File: config.mk
export PLATFORM = sky130hd
export DESIGN_NAME = utf16_to_utf8_transcoder
export DESIGN_NICKNAME = d
export VERILOG_FILES = /design/src/design/u16u8_pkg.sv /design/src/design/u16u8_front.sv /design/src/design/u16u8_fifo.sv /design/src/design/u16u8_back.sv /design/src/design/utf16_to_utf8_transcoder.sv
export SDC_FILE = /design/constraint.sdc
export NUM_CORES = 1
export LEC_CHECK = 0
export BUFFER_PORTS_ARGS = -buffer_cell sky130_fd_sc_hd__buf_2
export CAP_MARGIN = 10
export CORE_ASPECT_RATIO = 1.5
export CORE_MARGIN = 2
export CORE_UTILIZATION = 60
export DETAILED_ROUTE_END_ITERATION = 16
export PLACE_DENSITY = 0.85
export SYNTH_ARGS = -nofsm -noshare
export SYNTH_HDL_FRONTEND = slang
export SYNTH_HIERARCHICAL = 1
export SYNTH_SLANG_ARGS = --single-unit
export TNS_END_PERCENT = 5
File: constraint.sdc
create_clock -name clk -period 3.42 [get_ports clk]
set_input_delay 0.684 -clock clk [delete_from_list [all_inputs] [get_ports clk]]
set_output_delay 0.684 -clock clk [all_outputs]
set_load 0.02 [all_outputs]
File: src/design/u16u8_pkg.sv
// Shared types, constants and the byte encoder of the UTF-16 to UTF-8 transcoder.
// Depends on nothing; the front end, queue, back end and top level import it.
package u16u8_pkg;

	localparam int CU_W = 16;
	localparam int CP_W = 21;
	localparam int BYTE_W = 8;

	localparam logic [CU_W-1:0] HIGH_SURR_BASE = 16'hD800;
	localparam logic [CU_W-1:0] HIGH_SURR_LAST = 16'hDBFF;
	localparam logic [CU_W-1:0] LOW_SURR_BASE = 16'hDC00;
	localparam logic [CU_W-1:0] LOW_SURR_LAST = 16'hDFFF;

	localparam logic [CP_W-1:0] ONE_BYTE_MAX = 21'h0007F;
	localparam logic [CP_W-1:0] TWO_BYTE_MAX = 21'h007FF;
	localparam logic [CP_W-1:0] THREE_BYTE_MAX = 21'h0FFFF;
	localparam logic [CP_W-1:0] SUPP_BASE = 21'h10000;

	localparam int FIFO_DEPTH = 4;
	localparam int FIFO_AW = $clog2(FIFO_DEPTH);
	localparam int FIFO_CW = $clog2(FIFO_DEPTH + 1);

	// Encoded length, stored as byte count minus one.
	typedef enum logic [1:0] {
		LEN_1 = 2'd0,
		LEN_2 = 2'd1,
		LEN_3 = 2'd2,
		LEN_4 = 2'd3
	} len_t;

	// One unit of work for the byte serialiser.
	typedef struct packed {
		logic [CP_W-1:0] cp;
		len_t            len;
		logic            str_end;
	} desc_t;

	// Byte number idx of the UTF-8 encoding of cp.
	function automatic logic [BYTE_W-1:0] utf8_byte(logic [CP_W-1:0] cp, len_t len,
			logic [1:0] idx);
		logic [1:0]        rest;
		logic [BYTE_W-1:0] b;
		rest = 2'(len) - idx;
		if (idx == 2'd0) begin
			case (len)
				LEN_1: b = {1'b0, cp[6:0]};
				LEN_2: b = {3'b110, cp[10:6]};
				LEN_3: b = {4'b1110, cp[15:12]};
				default: b = {5'b11110, cp[20:18]};
			endcase
		end else begin
			case (rest)
				2'd0: b = {2'b10, cp[5:0]};
				2'd1: b = {2'b10, cp[11:6]};
				default: b = {2'b10, cp[17:12]};
			endcase
		end
		return b;
	endfunction

endpackage

File: src/design/u16u8_front.sv
// Front end: accepts code units, pairs surrogates and pushes one descriptor per code point.
// Depends on u16u8_pkg.
module u16u8_front
	import u16u8_pkg::*;
(
	input  logic            clk,
	input  logic            arst_n,
	input  logic            s_tvalid,
	output logic            s_tready,
	input  logic [CU_W-1:0] s_tdata,
	output logic            push,
	output desc_t           push_data,
	input  logic            full
);

	logic            high_pending_q;
	logic [9:0]      high_bits_q;
	logic            accept;
	logic            is_zero;
	logic            is_high;
	logic            is_low;
	logic [CP_W-1:0] cp;

	assign s_tready = !full;
	assign accept = s_tvalid && s_tready;

	always_comb begin
		is_zero = (s_tdata == '0);
		is_high = s_tdata inside {[HIGH_SURR_BASE:HIGH_SURR_LAST]};
		is_low = s_tdata inside {[LOW_SURR_BASE:LOW_SURR_LAST]};
		if (is_low && high_pending_q) begin
			cp = SUPP_BASE + {1'b0, high_bits_q, s_tdata[9:0]};
		end else begin
			cp = {{(CP_W-CU_W){1'b0}}, s_tdata};
		end
		push_data.cp = cp;
		push_data.str_end = is_zero;
		if (cp <= ONE_BYTE_MAX) begin
			push_data.len = LEN_1;
		end else if (cp <= TWO_BYTE_MAX) begin
			push_data.len = LEN_2;
		end else if (cp <= THREE_BYTE_MAX) begin
			push_data.len = LEN_3;
		end else begin
			push_data.len = LEN_4;
		end
		push = accept && !is_high;
	end

	// Hold a high surrogate; anything else drops it.
	always_ff @(posedge clk or negedge arst_n) begin
		if (!arst_n) begin
			high_pending_q <= 1'b0;
			high_bits_q <= '0;
		end else if (accept) begin
			if (is_high) begin
				high_pending_q <= 1'b1;
				high_bits_q <= s_tdata[9:0];
			end else begin
				high_pending_q <= 1'b0;
				high_bits_q <= '0;
			end
		end
	end

endmodule

File: src/design/u16u8_fifo.sv
// Short descriptor queue between the front end and the byte serialiser.
// Depends on u16u8_pkg.
module u16u8_fifo
	import u16u8_pkg::*;
(
	input  logic  clk,
	input  logic  arst_n,
	input  logic  push,
	input  desc_t push_data,
	output logic  full,
	input  logic  pop,
	output desc_t pop_data,
	output logic  not_empty
);

	desc_t               mem_q [FIFO_DEPTH];
	logic [FIFO_AW-1:0]  wr_ptr_q;
	logic [FIFO_AW-1:0]  rd_ptr_q;
	logic [FIFO_CW-1:0]  count_q;
	logic                do_push;
	logic                do_pop;

	assign full = (count_q == FIFO_CW'(FIFO_DEPTH));
	assign not_empty = (count_q != '0);
	assign pop_data = mem_q[rd_ptr_q];
	assign do_push = push && !full;
	assign do_pop = pop && not_empty;

	always_ff @(posedge clk) begin
		if (do_push) begin
			mem_q[wr_ptr_q] <= push_data;
		end
	end

	always_ff @(posedge clk or negedge arst_n) begin
		if (!arst_n) begin
			wr_ptr_q <= '0;
			rd_ptr_q <= '0;
			count_q <= '0;
		end else begin
			if (do_push) begin
				wr_ptr_q <= wr_ptr_q + 1'b1;
			end
			if (do_pop) begin
				rd_ptr_q <= rd_ptr_q + 1'b1;
			end
			if (do_push && !do_pop) begin
				count_q <= count_q + 1'b1;
			end else if (do_pop && !do_push) begin
				count_q <= count_q - 1'b1;
			end
		end
	end

endmodule

File: src/design/u16u8_back.sv
// Back end: takes descriptors from the queue and sends their UTF-8 bytes one a cycle while the output is not stalled.
// Depends on u16u8_pkg.
module u16u8_back
	import u16u8_pkg::*;
(
	input  logic              clk,
	input  logic              arst_n,
	input  logic              not_empty,
	input  desc_t             pop_data,
	output logic              pop,
	output logic              m_tvalid,
	input  logic              m_tready,
	output logic [BYTE_W-1:0] m_tdata,
	output logic              m_tlast,
	output logic              m_tuser
);

	logic              work_v_q;
	desc_t             work_q;
	logic [1:0]        idx_q;
	logic              out_v_q;
	logic [BYTE_W-1:0] byte_q;
	logic              last_q;
	logic              end_q;
	logic              out_free;
	logic              emit;
	logic              last_byte;
	logic              work_take;

	assign out_free = !out_v_q || m_tready;
	assign emit = work_v_q && out_free;
	assign last_byte = (idx_q == 2'(work_q.len));
	assign work_take = !work_v_q || (emit && last_byte);
	assign pop = work_take && not_empty;

	assign m_tvalid = out_v_q;
	assign m_tdata = byte_q;
	assign m_tlast = last_q;
	assign m_tuser = end_q;

	always_ff @(posedge clk or negedge arst_n) begin
		if (!arst_n) begin
			work_v_q <= 1'b0;
			idx_q <= '0;
			out_v_q <= 1'b0;
		end else begin
			if (work_take) begin
				work_v_q <= not_empty;
				idx_q <= '0;
			end else if (emit) begin
				idx_q <= idx_q + 1'b1;
			end
			if (out_free) begin
				out_v_q <= emit;
			end
		end
	end

	always_ff @(posedge clk) begin
		if (work_take) begin
			work_q <= pop_data;
		end
		if (emit) begin
			byte_q <= utf8_byte(work_q.cp, work_q.len, idx_q);
			last_q <= last_byte;
			end_q <= work_q.str_end;
		end
	end

endmodule

File: src/design/utf16_to_utf8_transcoder.sv
// Top level of the UTF-16 to UTF-8 transcoder.
// Depends on u16u8_pkg, u16u8_front, u16u8_fifo and u16u8_back.

// Converts a stream of UTF-16 code units into UTF-8 bytes, one byte per output item.
// A high surrogate is held and produces nothing; a following low surrogate joins it into
// a supplementary code point sent as four bytes. Any other unit drops a held high
// surrogate and is encoded alone in one to three bytes (a lone low surrogate comes out
// as its own three-byte sequence). A zero unit sends a single 0x00 byte with both tlast
// and tuser high and clears the held surrogate. Rate: the output moves one byte per
// cycle while bytes are waiting and m_tready is high, set by the single byte serialiser
// in the back end; a code unit produces 0 to 4 bytes, 4 only for a surrogate pair. The input
// takes one unit per cycle while the four-entry descriptor queue has room, so short
// bursts of wide characters are absorbed without stalling the source. With an idle pipe
// the first byte of a unit passes through the queue entry, the serialiser's work register
// and its output register before it is presented on the output.
module utf16_to_utf8_transcoder
	import u16u8_pkg::*;
(
	input  logic              clk,
	input  logic              arst_n,
	input  logic              s_tvalid,
	output logic              s_tready,
	input  logic [CU_W-1:0]   s_tdata,  // [15:0] code_unit
	output logic              m_tvalid,
	input  logic              m_tready,
	output logic [BYTE_W-1:0] m_tdata,  // [7:0] out_byte
	output logic              m_tlast,  // unit_done: last byte for this code unit
	output logic              m_tuser   // [0] string_end
);

	// Descriptor path from the front end into the queue.
	logic  push;
	desc_t push_data;
	logic  full;

	// Descriptor path from the queue into the serialiser.
	logic  pop;
	desc_t pop_data;
	logic  not_empty;

	// Classify units, pair surrogates, stall the source only when the queue is full.
	u16u8_front u_front (
		.clk       (clk),
		.arst_n    (arst_n),
		.s_tvalid  (s_tvalid),
		.s_tready  (s_tready),
		.s_tdata   (s_tdata),
		.push      (push),
		.push_data (push_data),
		.full      (full)
	);

	// Decouple the two halves so each can stall on its own.
	u16u8_fifo u_fifo (
		.clk       (clk),
		.arst_n    (arst_n),
		.push      (push),
		.push_data (push_data),
		.full      (full),
		.pop       (pop),
		.pop_data  (pop_data),
		.not_empty (not_empty)
	);

	// Serialise each code point into bytes behind a registered output.
	u16u8_back u_back (
		.clk       (clk),
		.arst_n    (arst_n),
		.not_empty (not_empty),
		.pop_data  (pop_data),
		.pop       (pop),
		.m_tvalid  (m_tvalid),
		.m_tready  (m_tready),
		.m_tdata   (m_tdata),
		.m_tlast   (m_tlast),
		.m_tuser   (m_tuser)
	);

endmodule

==> impl_metrics.tcl, run 1 <==
set metrics [dict create \
    synthXorXnorAreaFrac 0.0159 \
    synthTopCellsByCount "130 x edfxtp_1, 24 x mux4_2, 22 x dfrtp_1" \
    rsz0062_at_grt "no" \
    combPwrFrac 0.275 \
    p_seq_frac 0.449 \
    io_buffer_count 31 \
    viasPerCell 6.09 \
    drt_iter0_drc 239 \
    crit_type "flip-flop to flip-flop" \
    fp.dieArea_um2 11500 \
    fin_util 0.679 \
    core-area_um2 10500 \
    num_io_pins 32 \
    start_util 0.607 \
    post-route-min-period_ps 2690 \
    p_int_mw 4.47 \
    hold_class "primary input to async pin" \
    rows 46 \
    grt_max_degree 26 \
    cellLeakagePower_nw 2.60 \
    grt_pass1_vias 3488 \
    drive_above_1_share 0.264 \
    die_y_um 130 \
    preCtsSetupSlack_ps 414 \
    synth_top_area_cell "edfxtp_1" \
    post_synth.cell_area_avg_um2 17.6 \
    yosys_warnings 6 \
    synth_fa_ha_area_frac 0.0268 \
    cts_buffers 17 \
    cp.required_ps 3760 \
    cts_root_buffer "clkbuf_16" \
    die_w_um 88.0 \
    relSlewSlack 0.196 \
    routed_wl_mm 11.8 \
    ys_seq_area_frac 0.701 \
    syn_nets 395 \
    maxSlewViolCount 0 \
    hold_viol 0 \
    overflow 0 \
    fmax_mhz 372 \
    grt_usage 0.225 \
    syn_to_final_growth_pct 11.9 \
    cts_setup_buffers 0 \
    cts_resized 0 \
    dp_hpwl_mm 7.28 \
    wl_per_cell_um 21.4 \
    crit_path_end "u_fifo/count_q[2]$_DFFE_PN0P_" \
    cp-end-kind "flip-flop" \
    gp_congestion 0.837 \
    layout_setup_ws_ps 735 \
    drt_pre_antenna_iters 5 \
    power_mw 6.48 \
    synth-seq-cells 152 \
    worstRegToRegCells 12 \
    outcome "completed" \
    diodes 0 \
    clock_skew_ps 8.39 \
    clk_latency_ps 420 \
    synth_edf_count 130 \
    clk_path_buf_depth 2 \
    power_switching_share 0.311 \
    p_per_area_nw_per_um2 911 \
    antenna_found_initial 0 \
    r2r_slack_ps 730 \
    cts_tree "built" \
    final_antenna_net_count 0 \
    grt_pass1_wl_mm 18.5 \
    synth_cell_types 54 \
    tns_ps 0 \
    synth_top_cells_by_area "edfxtp_1 61%, dfrtp_1 8.7%, mux4_2 8.5%, ha_1 2.4%, buf_4 1.4%" \
    crit_fanout 13 \
    synth_top_family_by_area "multiplexers" \
    fin_crit_sh 0.785 \
    maxCapViolCount 0 \
    synth.most_common_cell "edfxtp_1" \
    synth_ff_type "edfxtp_1" \
    async_reset_ff_frac 0.145 \
    syn_area_um2 6360 \
    r2r-end "u_fifo/count_q[2]$_DFFE_PN0P_" \
    num_vias 3343 \
    h-tree-depth 4 \
    path_clk_slew_ps 70 \
    cts_sinks 152 \
    route.detailed.drc 0 \
    pwr-share-clk 0.276 \
    fill_cells 685 \
    critPathLaunchType "flip-flop" \
    ir_worst_vdd_v 0.000601 \
    setup_viol 0 \
    synthCells 362 \
    cp.arrival_ps 3020 \
    fin_nets 425 \
    critPathLaunch "u_fifo/count_q[2]$_DFFE_PN0P_" \
    yosysTopAreaCellShare 0.614 \
    synth-compound-area-share 0.0527 \
    switchingPower_mw 2.01 \
    worst_pin_slew_ps 1210 \
    synth-simple-area-share 0.0616 \
    ctsHoldBuffers 0 \
    synth_mux_area_frac 0.104 \
    reg2reg_from "u_fifo/count_q[2]$_DFFE_PN0P_" \
]
-- power groups by stage --
stage               clock network (mW)  logic, mW  registers, mW
floorplan                            0       1.41           2.87
global placement                     0       1.70           2.90
detailed placement                   0       1.77           2.93
CTS                               1.81       1.80           2.91
global route                      1.88       1.94           2.95
finish                            1.79       1.78           2.91
-- registers in the layout, indices dropped and copies added (netlist names) --
name	cells
u_fifo/mem_q	96
u_back/work_q	24
u_front/high_bits_q	10
u_back/m_tdata	8
u_fifo/count_q	3
u_back/idx_q	2
u_fifo/rd_ptr_q	2
u_fifo/wr_ptr_q	2
u_back/m_tlast	1
u_back/m_tuser	1
u_back/m_tvalid	1
u_back/work_v_q	1
u_front/high_pending_q	1
-- area by class of cell --
cell class                      instances  area (µm²)  share of cell area
Multi-Input combinational cell        171        1660               0.233
Clock inverter                         14         140              0.0197
Sequential cell                       152        4450               0.626
Clock buffer                           18         429              0.0603
Tap cell                              144         180              0.0253
Timing Repair Buffer                   38         208              0.0292
Inverter                               12        45.0             0.00633
-- per-stage QoR --
step	std cells	hold slack (ps)	instance area, µm²
2_1_floorplan	362	388	6360
3_3_place_gp	517	418	6550
4_1_cts	549	245	7120
3_5_place_dp	517	438	6550
6_report	549	241	7120
5_1_grt	549	274	7120
-- worst min-delay path by stage --
stage / to / cells past startpoint
2_1_floorplan: u_back/idx_q[0]$_DFFE_PN0P_ / 0
3_3_place_gp: u_back/m_tuser$_DFFE_PP_ / 0
3_5_place_dp: u_back/m_tuser$_DFFE_PP_ / 0
4_1_cts: u_back/work_v_q$_DFFE_PN0N_ / 1
5_1_grt: u_back/idx_q[1]$_DFFE_PN0P_ / 1
6_report: u_back/idx_q[1]$_DFFE_PN0P_ / 1
-- cell families after synthesis --
| kind of cell | Yosys count |
|---|---|
| fa+ha+maj | 13 |
| flops | 152 |
| compound gates | 40 |
| xor+xnor | 10 |
| buf+inv | 39 |
| mux | 35 |
| simple gates | 73 |
-- per-layer routing --
layer | routed length, µm | vias to the layer above | global-route usage
met1 | 4360 | 1731 | 0.268
li1 | - | 1464 | -
met4 | 261 | 0 | 0.0873
met2 | 6520 | 131 | 0.392
met3 | 626 | 17 | 0.0569
met5 | 0 | - | 0
-- critical path, stage by stage, from the launching register on --
cell and delay [ps]:
dfrtp_1 410, nor3b_4 180, inv_1 70, nand2_1 50, buf_4 180, nor2_1 140, nor2b_1 420, ha_1 270
inv_1 60, fa_1 370, xor2_1 150, nor2_1 110, xor2_1 180
-- layout by cell type (no fill, tap or decap), types with 2 or more instances in the layout --
cell type	n
a21oi_1	4
o22ai_1	2
nand3_1	6
xnor2_1	6
o211a_1	3
inv_1	12
nor2b_1	3
nor4_1	3
nand2_1	21
and2_1	7
a222oi_1	4
mux4_2	24
clkinv_4	2
nor2_1	12
a311oi_1	3
a211oi_1	2
nor3_1	5
mux2i_1	7
a22o_1	10
buf_2	31
nand2b_1	5
inv_6	7
clkbuf_16	17
xor2_1	3
dfrtp_1	22
ha_1	12
edfxtp_1	130
mux2_2	3
clkinvlp_4	2
buf_4	7
No activity file was read; power rests on OpenSTA's default activity.
==> run 2, diff against run 1 <==
--- a/config.mk
+++ b/config.mk
@@ -5,13 +5,14 @@
 export SDC_FILE = /design/constraint.sdc
 export NUM_CORES = 1
 export LEC_CHECK = 0
+export ABC_AREA = 1
 export BUFFER_PORTS_ARGS = -buffer_cell sky130_fd_sc_hd__buf_2
 export CAP_MARGIN = 10
 export CORE_ASPECT_RATIO = 1.5
 export CORE_MARGIN = 2
-export CORE_UTILIZATION = 60
+export CORE_UTILIZATION = 55
 export DETAILED_ROUTE_END_ITERATION = 16
-export PLACE_DENSITY = 0.85
+export PLACE_DENSITY = 0.82
 export SYNTH_ARGS = -nofsm -noshare
 export SYNTH_HDL_FRONTEND = slang
 export SYNTH_HIERARCHICAL = 1
==> constraint.sdc (replaced) <==
create_clock -name clk -period 2.38 [get_ports clk]
set_input_delay 0.476 -clock clk [delete_from_list [all_inputs] [get_ports clk]]
set_output_delay 0.476 -clock clk [all_outputs]
set_load 0.02 [all_outputs]
==> run 2 against run 1 <==
  * Sequential power grew 40%
  * Clock power grew 46%
  * Global-route usage shrank 0.92 points
  * Routed wire length grew 14%
  * Cell count increased by 47%
  * Setup slack got worse by 680 ps
  * Cell area is 10% higher
  * Combinational power rose by 89%
  * Die area up 17%
  * Largest cell class unchanged
  * Largest power group unchanged
  * Highest routed layer unchanged
==> impl_metrics.tcl, run 2 <==
set metrics [dict create \
    outcome "completed" \
    synth_edf_count 130 \
    h-tree-depth 4 \
    cp_cell_sequence "inv_2, ha_4, nand3_4, o21ai_4, inv_1, nor2_4, nand2_2, ha_2, inv_1, fa_2, nand2_1, o21ai_0" \
    die_w_um 95.0 \
    final_cell_mix "140 x nand2_1, 130 x edfxtp_1, 100 x inv_1" \
    syn_to_final_growth_pct 14.7 \
    reg.largest.list "u_fifo/mem_q x96, u_back/work_q x24, u_front/high_bits_q x10" \
    top_register "u_fifo/mem_q" \
    r2r_slack_ps 60 \
    slowest_delay_ps 430 \
    io_buffer_count 31 \
    fp.dieArea_um2 13300 \
    crit_type "flip-flop to flip-flop" \
    cp.required_ps 2670 \
    hold_viol 0 \
    synth-simple-area-share 0.139 \
    synth-seq-cells 152 \
    post_synth.cell_area_avg_um2 11.4 \
    yosys_warnings 6 \
    antenna_found_initial 0 \
    p_per_area_nw_per_um2 1280 \
    core-area_um2 12100 \
    synth_top_area_cell "edfxtp_1" \
    reg2reg_from "u_back/work_q[1]$_DFFE_PN_" \
    synth_top_family_by_area "simple AND/OR/NAND/NOR gates" \
    synthCells 600 \
    async_reset_ff_frac 0.145 \
    critPathLaunchType "flip-flop" \
    grt_max_degree 37 \
    synthXorXnorAreaFrac 0.00385 \
    num_io_pins 32 \
    setup_viol 0 \
    cts_tree "built" \
    dp_hpwl_mm 9.06 \
    gp_congestion 1.03 \
    path_clk_slew_ps 60 \
    routed_wl_mm 13.4 \
    num_vias 4525 \
    largest_reg_flops 96 \
    cts_root_buffer "clkbuf_16" \
    viasPerCell 5.62 \
    grt_pass1_vias 4494 \
    synthTopCellsByCount "142 x nand2_1, 130 x edfxtp_1, 101 x inv_1" \
    grt_pass1_wl_mm 21.5 \
    crit_fanout 3 \
    synth_top_cells_by_area "edfxtp_1 57%, dfrtp_1 8.1%, nand2_1 7.8%, inv_1 5.5%, o211ai_2 3.5%" \
    synth_mux_area_frac 0 \
    fmax_mhz 431 \
    cellLeakagePower_nw 3.35 \
    synth.most_common_cell "nand2_1" \
    drive_above_1_share 0.193 \
    die_y_um 141 \
    wl_per_cell_um 16.7 \
    grt_usage 0.216 \
    layout_commonest_cell "nand2_1" \
    synth_cell_types 36 \
    cts_buffers 17 \
    fin_crit_sh 0.975 \
    syn_nets 633 \
    crit_top_cell "inv_1" \
    r2r-end "u_fifo/count_q[1]$_DFFE_PN0P_" \
    synth-compound-area-share 0.0932 \
    cp.arrival_ps 2610 \
    drt_iter0_drc 322 \
    syn_area_um2 6830 \
    cts_sinks 152 \
    post-route-min-period_ps 2320 \
    maxCapViolCount 0 \
    maxSlewViolCount 0 \
    diodes 0 \
    clk_latency_ps 420 \
    route.detailed.drc 0 \
    fin_nets 672 \
    power_mw 10.0 \
    worstRegToRegCells 12 \
    drt_pre_antenna_iters 7 \
    start_util 0.566 \
    critPathLaunch "u_back/work_q[1]$_DFFE_PN_" \
    synth_fa_ha_area_frac 0.0249 \
    yosysTopAreaCellShare 0.571 \
    tns_ps 0 \
    cp-end-kind "flip-flop" \
    final_antenna_net_count 0 \
    overflow 0 \
    synth_ff_type "edfxtp_1" \
    relSlewSlack 0.437 \
    hold_class "primary input to async pin" \
    final_area_um2 7840 \
    ir_worst_vdd_v 0.000830 \
    rows 49 \
    clock_skew_ps 9.27 \
    placed_cell_area_um2 7200 \
    cpMaxStageDelayCell "fa_2" \
    clk_path_buf_depth 2 \
    ys_seq_area_frac 0.652 \
    worst_pin_slew_ps 841 \
]
-- run 2: worst max-delay path: cells and delay by family (launching register included) --
kind / cells / cell delay, ps
fa+ha+maj: 3 / 910
buf+inv: 3 / 230
compound gates: 2 / 250
flops: 1 / 370
simple gates: 4 / 420
-- run 2: what timing repair did --
action | CTS | global route
hold buffers | 0 | 0
setup buffers | 0 | 2
resized for setup | 2 | 8
endpoints found under the hold margin | 0 | 0
endpoints found under the setup margin | 1 | 2
-- run 2: final cells by class --
type / instances / area (µm²)
inverters: 105 / 394
repair buffers: 49 / 353
multi-input cells: 314 / 1860
flip-flops and latches: 152 / 4450
clock buffers: 17 / 425
well taps: 153 / 191
clock inverters: 15 / 160
fillers: 843 / 4240
-- run 2: kinds of logic after synthesis --
kind of cell,Yosys count
AO/OA/AOI/OAI,81
XOR/XNOR,3
adder cells (fa/ha/maj),13
buffers and inverters,134
flip-flops,152
AND/OR/NAND/NOR,217
-- run 2: how the worst max path moves through the flow --
stage | to
final | u_fifo/count_q[1]$_DFFE_PN0P_
after global placement | u_fifo/count_q[1]$_DFFE_PN0P_
after global routing | u_fifo/count_q[1]$_DFFE_PN0P_
after floorplan | u_fifo/mem_q[0][0]$_DFFE_PP_
after CTS | u_fifo/count_q[1]$_DFFE_PN0P_
after detailed placement | u_fifo/count_q[1]$_DFFE_PN0P_
-- run 2: per-layer routing --
metal,routed length (µm),share of wire,track usage,vias up
met1,4930,0.37,0.235,2192
met4,540,0.040,0.108,0
li1,-,-,-,2098
met3,736,0.055,0.0576,45
met5,0,0,0,-
met2,7200,0.54,0.380,190
-- run 2: metrics by stage --
| step | std cells | hold WS, ps | worst slack, ps | util |
|---|---|---|---|---|
| 2_1_floorplan | 600 | 180 | -340 | - |
| 4_1_cts | 803 | 41.5 | 17.5 | 0.646 |
| 6_report | 805 | 39.6 | 59.4 | 0.649 |
| 5_1_grt | 805 | 71.0 | -24.8 | 0.649 |
| 3_5_place_dp | 771 | 421 | -64.6 | 0.596 |
| 3_3_place_gp | 771 | 416 | 125 | 0.596 |
-- run 2: report_power, final --
group | internal (mW) | switching [mW] | leakage (nW) | total (mW)
Sequential | 3.78 | 0.291 | 1.49 | 4.07
Clock | 1.63 | 0.994 | 0.285 | 2.62
Combinational | 1.13 | 2.23 | 1.58 | 3.36
